==> src/rtl/core/mte_pkg.sv <==
package mte_pkg;

   // Fixed field widths
   localparam int SAMPLE_W    = 16;
   localparam int DELAY_W     = 14;
   localparam int COUNT_W     = 4;
   localparam int GAIN_W      = 16;
   localparam int CSR_DATA_W  = 16;
   localparam int CSR_INDEX_W = 2;

   // Register indexes
   localparam logic [CSR_INDEX_W-1:0] CSR_DELAY_SAMPLES = 2'd0;
   localparam logic [CSR_INDEX_W-1:0] CSR_ECHO_COUNT    = 2'd1;
   localparam logic [CSR_INDEX_W-1:0] CSR_ECHO_GAIN     = 2'd2;
   localparam logic [CSR_INDEX_W-1:0] CSR_STEREO        = 2'd3;

   // Register reset values
   localparam logic [DELAY_W-1:0] DELAY_RESET  = 14'd4410;
   localparam logic [COUNT_W-1:0] COUNT_RESET  = 4'd3;
   localparam logic [GAIN_W-1:0]  GAIN_RESET   = 16'd16384;
   localparam logic               STEREO_RESET = 1'b1;

   typedef struct packed {
      logic signed [SAMPLE_W-1:0] left_in;
      logic signed [SAMPLE_W-1:0] right_in;
   } req_type;

   typedef struct packed {
      logic signed [SAMPLE_W-1:0] left_out;
      logic signed [SAMPLE_W-1:0] right_out;
   } rsp_type;

   // Microprogram steps
   localparam int PC_W = 3;
   localparam logic [PC_W-1:0] PC_IDLE      = 3'd0;
   localparam logic [PC_W-1:0] PC_READ      = 3'd1;
   localparam logic [PC_W-1:0] PC_MUL_LEFT  = 3'd2;
   localparam logic [PC_W-1:0] PC_ACC_LEFT  = 3'd3;
   localparam logic [PC_W-1:0] PC_ACC_RIGHT = 3'd4;
   localparam logic [PC_W-1:0] PC_POWER     = 3'd5;
   localparam logic [PC_W-1:0] PC_EMIT      = 3'd6;
   localparam logic [PC_W-1:0] PC_LAST      = PC_EMIT;

   // Multiplier operand select
   localparam logic [1:0] MUL_NONE  = 2'd0;
   localparam logic [1:0] MUL_LEFT  = 2'd1;
   localparam logic [1:0] MUL_RIGHT = 2'd2;
   localparam logic [1:0] MUL_GAIN  = 2'd3;

   // Accumulator select
   localparam logic [1:0] ACC_NONE  = 2'd0;
   localparam logic [1:0] ACC_LEFT  = 2'd1;
   localparam logic [1:0] ACC_RIGHT = 2'd2;

   // Jump conditions
   localparam logic [2:0] JMP_NEVER     = 3'd0;
   localparam logic [2:0] JMP_ALWAYS    = 3'd1;
   localparam logic [2:0] JMP_NO_ITEM   = 3'd2;
   localparam logic [2:0] JMP_TAPS_DONE = 3'd3;
   localparam logic [2:0] JMP_OUT_BUSY  = 3'd4;

   typedef struct packed {
      logic            accept;
      logic            mem_read;
      logic [1:0]      mul_sel;
      logic [1:0]      acc_sel;
      logic            power_step;
      logic            emit;
      logic [2:0]      jump_cond;
      logic [PC_W-1:0] jump_to;
   } ctl_word_type;

   typedef struct packed {
      logic item_taken;
      logic taps_done;
      logic out_busy;
   } seq_stat_type;

endpackage

==> src/rtl/core/mte_seq.sv <==
module mte_seq
   import mte_pkg::*;
(
   input  logic         clock,
   input  logic         reset,
   input  seq_stat_type stat,
   output ctl_word_type ctl
);

   logic [PC_W-1:0] pc_ff;
   logic [PC_W-1:0] pc_in;
   logic            jump_taken;

   // Microcode ROM
   always_comb begin
      ctl = '0;
      unique case (pc_ff)
         PC_IDLE: begin
            ctl.accept    = 1'b1;
            ctl.jump_cond = JMP_NO_ITEM;
            ctl.jump_to   = PC_IDLE;
         end
         PC_READ: begin
            ctl.mem_read  = 1'b1;
            ctl.jump_cond = JMP_TAPS_DONE;
            ctl.jump_to   = PC_EMIT;
         end
         PC_MUL_LEFT: begin
            ctl.mul_sel = MUL_LEFT;
         end
         PC_ACC_LEFT: begin
            ctl.acc_sel = ACC_LEFT;
            ctl.mul_sel = MUL_RIGHT;
         end
         PC_ACC_RIGHT: begin
            ctl.acc_sel = ACC_RIGHT;
            ctl.mul_sel = MUL_GAIN;
         end
         PC_POWER: begin
            ctl.power_step = 1'b1;
            ctl.jump_cond  = JMP_ALWAYS;
            ctl.jump_to    = PC_READ;
         end
         PC_EMIT: begin
            ctl.emit      = 1'b1;
            ctl.jump_cond = JMP_OUT_BUSY;
            ctl.jump_to   = PC_EMIT;
         end
         default: begin
            ctl.jump_cond = JMP_ALWAYS;
            ctl.jump_to   = PC_IDLE;
         end
      endcase
   end

   always_comb begin
      unique case (ctl.jump_cond)
         JMP_NEVER:     jump_taken = 1'b0;
         JMP_ALWAYS:    jump_taken = 1'b1;
         JMP_NO_ITEM:   jump_taken = ~stat.item_taken;
         JMP_TAPS_DONE: jump_taken = stat.taps_done;
         JMP_OUT_BUSY:  jump_taken = stat.out_busy;
         default:       jump_taken = 1'b0;
      endcase
   end

   // Fall through wraps from the last step back to idle
   always_comb begin
      if (jump_taken) begin
         pc_in = ctl.jump_to;
      end else if (pc_ff == PC_LAST) begin
         pc_in = PC_IDLE;
      end else begin
         pc_in = pc_ff + 1'b1;
      end
   end

   always_ff @(posedge clock) begin
      if (reset) begin
         pc_ff <= PC_IDLE;
      end else begin
         pc_ff <= pc_in;
      end
   end

endmodule

==> config.mk <==
export PLATFORM = sky130hd
export DESIGN_NAME = mte_seq
export DESIGN_NICKNAME = d
export VERILOG_FILES = /design/src/rtl/core/mte_pkg.sv /design/src/rtl/core/mte_seq.sv
export SDC_FILE = /design/constraint.sdc
export NUM_CORES = 1
export LEC_CHECK = 0
export BUFFER_PORTS_ARGS = -buffer_cell sky130_fd_sc_hd__clkbuf_2
export CORE_AREA = 2 2 39 41
export CTS_CLUSTER_DIAMETER = 150
export DETAILED_ROUTE_END_ITERATION = 7
export DIE_AREA = 0 0 41 43
export PLACE_DENSITY = 0.54
export SYNTH_ARGS = -nofsm -noshare
export SYNTH_HDL_FRONTEND = slang
export SYNTH_SLANG_ARGS = --single-unit
==> constraint.sdc <==
create_clock -name clock -period 1.5 [get_ports clock]
set_input_delay 0.075 -clock clock [delete_from_list [all_inputs] [get_ports clock]]
set_output_delay 0.075 -clock clock [all_outputs]
set_load 0.02 [all_outputs]
==> metrics.md <==
| Metric | Value |
|---|---|
| Status | `completed` |
| Hold Violations, Final | `0` |
| Worst Path Required | `about 1.4 ns` |
| Tightest Pin Transition | `between 0.2 and 0.3 ns` |
| Max H-tree Level | `1` |
| Clk_lat worst skew | `around 0.23 ns` |
| Leading cell type in the layout, fill and taps excluded | `clkbuf_2` |
| CTS tree | `yes` |
| Multi-input gate area | `around 170 um2` |
| Clk sinks | `3` |
| RSZ-0062 raised after global routing | `no` |
| P_leak | `just under 0.0002 uW` |
| Syn. warnings | `0` |
| Postcts setup bufs | `0` |
| Worst-path cell chain | `nand2b_1, mux2i_1, and2_1, clkbuf_2` |
| Setup crit end kind | `output pin` |
| Min Tclk post-route | `1.41 ns` |
| Number of max-cap violations | `0` |
| Pre-antenna DRT Iters | `4` |
| Placed cell area | `approximately 360 um2` |
| CTS root buffer | `clkbuf_4` |
| Post-Route WL | `a little under 700 um` |
| Fin area | `385 um2` |
| Post-Syn Instances | `36` |
| Biggest regs | `pc_ff: 3 flops` |
| CP bufs+invs | `1` |
| Total Power | `roughly 500 uW` |
| Initial antenna violation count | `0` |
| Register area | `62.6 um2` |
| Max clock buf depth | `2` |
| Number of global-route vias before repair | `between 200 and 300` |
| FMAX | `between 0.7 and 0.8 GHz` |
| Slew headroom | `0.813` |
| Cell Pwr Density | `1290 nW/um2` |
| Largest register FFs | `3` |
| DRC | `0` |
| Setup clock skew after layout | `between 0.001 and 0.0015 ns` |
| Yosys reg bits | `3` |
| First-pass GRT wire length | `roughly 1.1 mm` |
| Rows | `14` |
| Post-Syn Nets | `42` |
| Fraction of layout cells with a size suffix above 1 | `0.455` |
| Max IR drop VDD | `between 0.6 and 0.7 mV` |
| CTS clk-pin slew, worst paths | `0.03 ns` |
| Crit-path max cell delay | `0.47 ns` |
| Most frequent cells in the layout | `clkbuf_2, nor3_1, a21oi_1` |
| CP max FO | `9` |
| Die H | `around 43 um` |
| Routed vias | `between 300 and 400` |
| Initial Util | `0.195` |
| GRT Util Overall | `0.0912` |
| Drt via density | `4.58` |
| Met3 Usage GRT | `0.0471` |
| Setup ws final | `0.0894 ns` |
| Pre-CTS setup slack | `0.192 ns` |
| Worst Setup Start Kind | `flop` |
| Area grow syn2layout | `42.6%` |
| Die W | `41 um` |
| Post-DP HPWL | `approximately 540 um` |
| Top-area cell type share of the netlist area | `0.222` |
| Most Crowded Layer GR | `met1` |
| Synth top area cells | `dfxtp_1, a21oi_1, nor3_1` |
| # diodes | `0` |
| # fillers | `roughly 150` |
| Yosys top cell by area | `dfxtp_1` |
| Die footprint | `1760 um2` |
| Max-slew violation count | `0` |
| Final nets | `62` |
| Register area share after synthesis | `0.222` |
| Arrival @ worst endpoint | `approximately 1.3 ns` |
| Routing usage on met1 | `0.125` |
| Core area | `~1400 um2` |
| Met2 Usage GRT | `0.116` |
| CP Class | `reg -> out` |
| Drt first-iter violations | `15` |
| Routability-driven placement congestion ratio | `0.769` |
| Crit path max-delay family | `flip-flops` |
| Number of library cell types mapped by synthesis | `21` |
| Synthesized area | `between 200 and 300 um2` |
| Antenna viol nets, final | `0` |
| Synth Area per Inst | `between 7 and 8 um2` |
| Total CTS buffers | `3` |
| IO Count | `19` |
| Slowest CP cell | `dfxtp_1` |
| Register with the most flip-flops | `pc_ff` |
| Overflow after GRT | `0` |
| Port Buffers | `18` |
| Fin Setup TNS | `0 ns` |
| Min-delay worst type | `in -> reg` |
| Final setup fails | `0` |
| Largest net degree at the start of global routing | `13` |
| Fin crit share | `0.940` |
| Avg WL per Cell | `between 9 and 10 um` |
-- power breakdown --
part | switching (uW) | internal (uW)
sequential | 29.6 | 95.1
clock | 39.1 | 99.5
combinational | 147 | 86.3
total | 216 | 281
-- metal layers --
layer  part of all wire  vias to the layer above
li1                   -                      165
met1               0.51                      150
met2               0.44                       10
met3              0.048                        0
met4                  0                        0
met5                  0                        -
-- synthesized netlist by cell type --
library cell and instances:
buf_4 2, o211ai_1 2, nor2b_1 1, a32oi_1 1, a21o_1 1, nor3_1 4
and3b_2 1, nand2b_1 2, buf_6 1, inv_1 3, nor4_1 1, o2bb2ai_1 1
ha_1 1, dfxtp_1 3, o22ai_1 1, nor2_1 2, and2_1 2, mux2i_1 1
nand2_1 1, a21oi_1 4, buf_2 1
-- cell families after synthesis --
| group | count (synthesis) | synth area share |
|---|---|---|
| DFF | 3 | 0.222 |
| muxes | 1 | 0.0370 |
| adders and majority gates | 1 | 0.0463 |
| AOI/OAI and AO/OA | 10 | 0.245 |
| and+or+nand+nor | 14 | 0.292 |
| buffers and inverters | 7 | 0.157 |
-- stage by stage --
stage / instances / hold WS (ns) / util
global route: 71 / 0.0629 / 0.278
detailed placement: 67 / 0.300 / 0.258
CTS: 71 / 0.0532 / 0.277
finish: 71 / 0.0502 / 0.278
floorplan: 36 / 0.144 / -
global placement: 67 / 0.300 / 0.258
-- repair_timing --
action	in CTS	in global routing
resized for setup	0	2
hold endpoints to repair	0	0
setup endpoints to repair	0	5
hold buffers	0	0
-- layout make-up --
class | instances | share of cell area
clock buffers | 4 | 0.0682
inverters | 3 | 0.0292
multi-input cells | 26 | 0.435
flip-flops and latches | 3 | 0.162
well taps | 16 | 0.0519
repair buffers | 19 | 0.253
-- worst paths after layout --
path	startpoint	endpoint	slack [ns]	depth (start not counted)
hold reg to reg	pc_ff[0]	pc_ff[1]	0.60	2
setup / recovery	pc_ff[1]	ctl[8]	0.09	4
setup reg to reg	pc_ff[1]	pc_ff[2]	0.24	4
hold / removal	reset	pc_ff[0]	0.05	2
No activity file was read; power rests on OpenSTA's default activity.
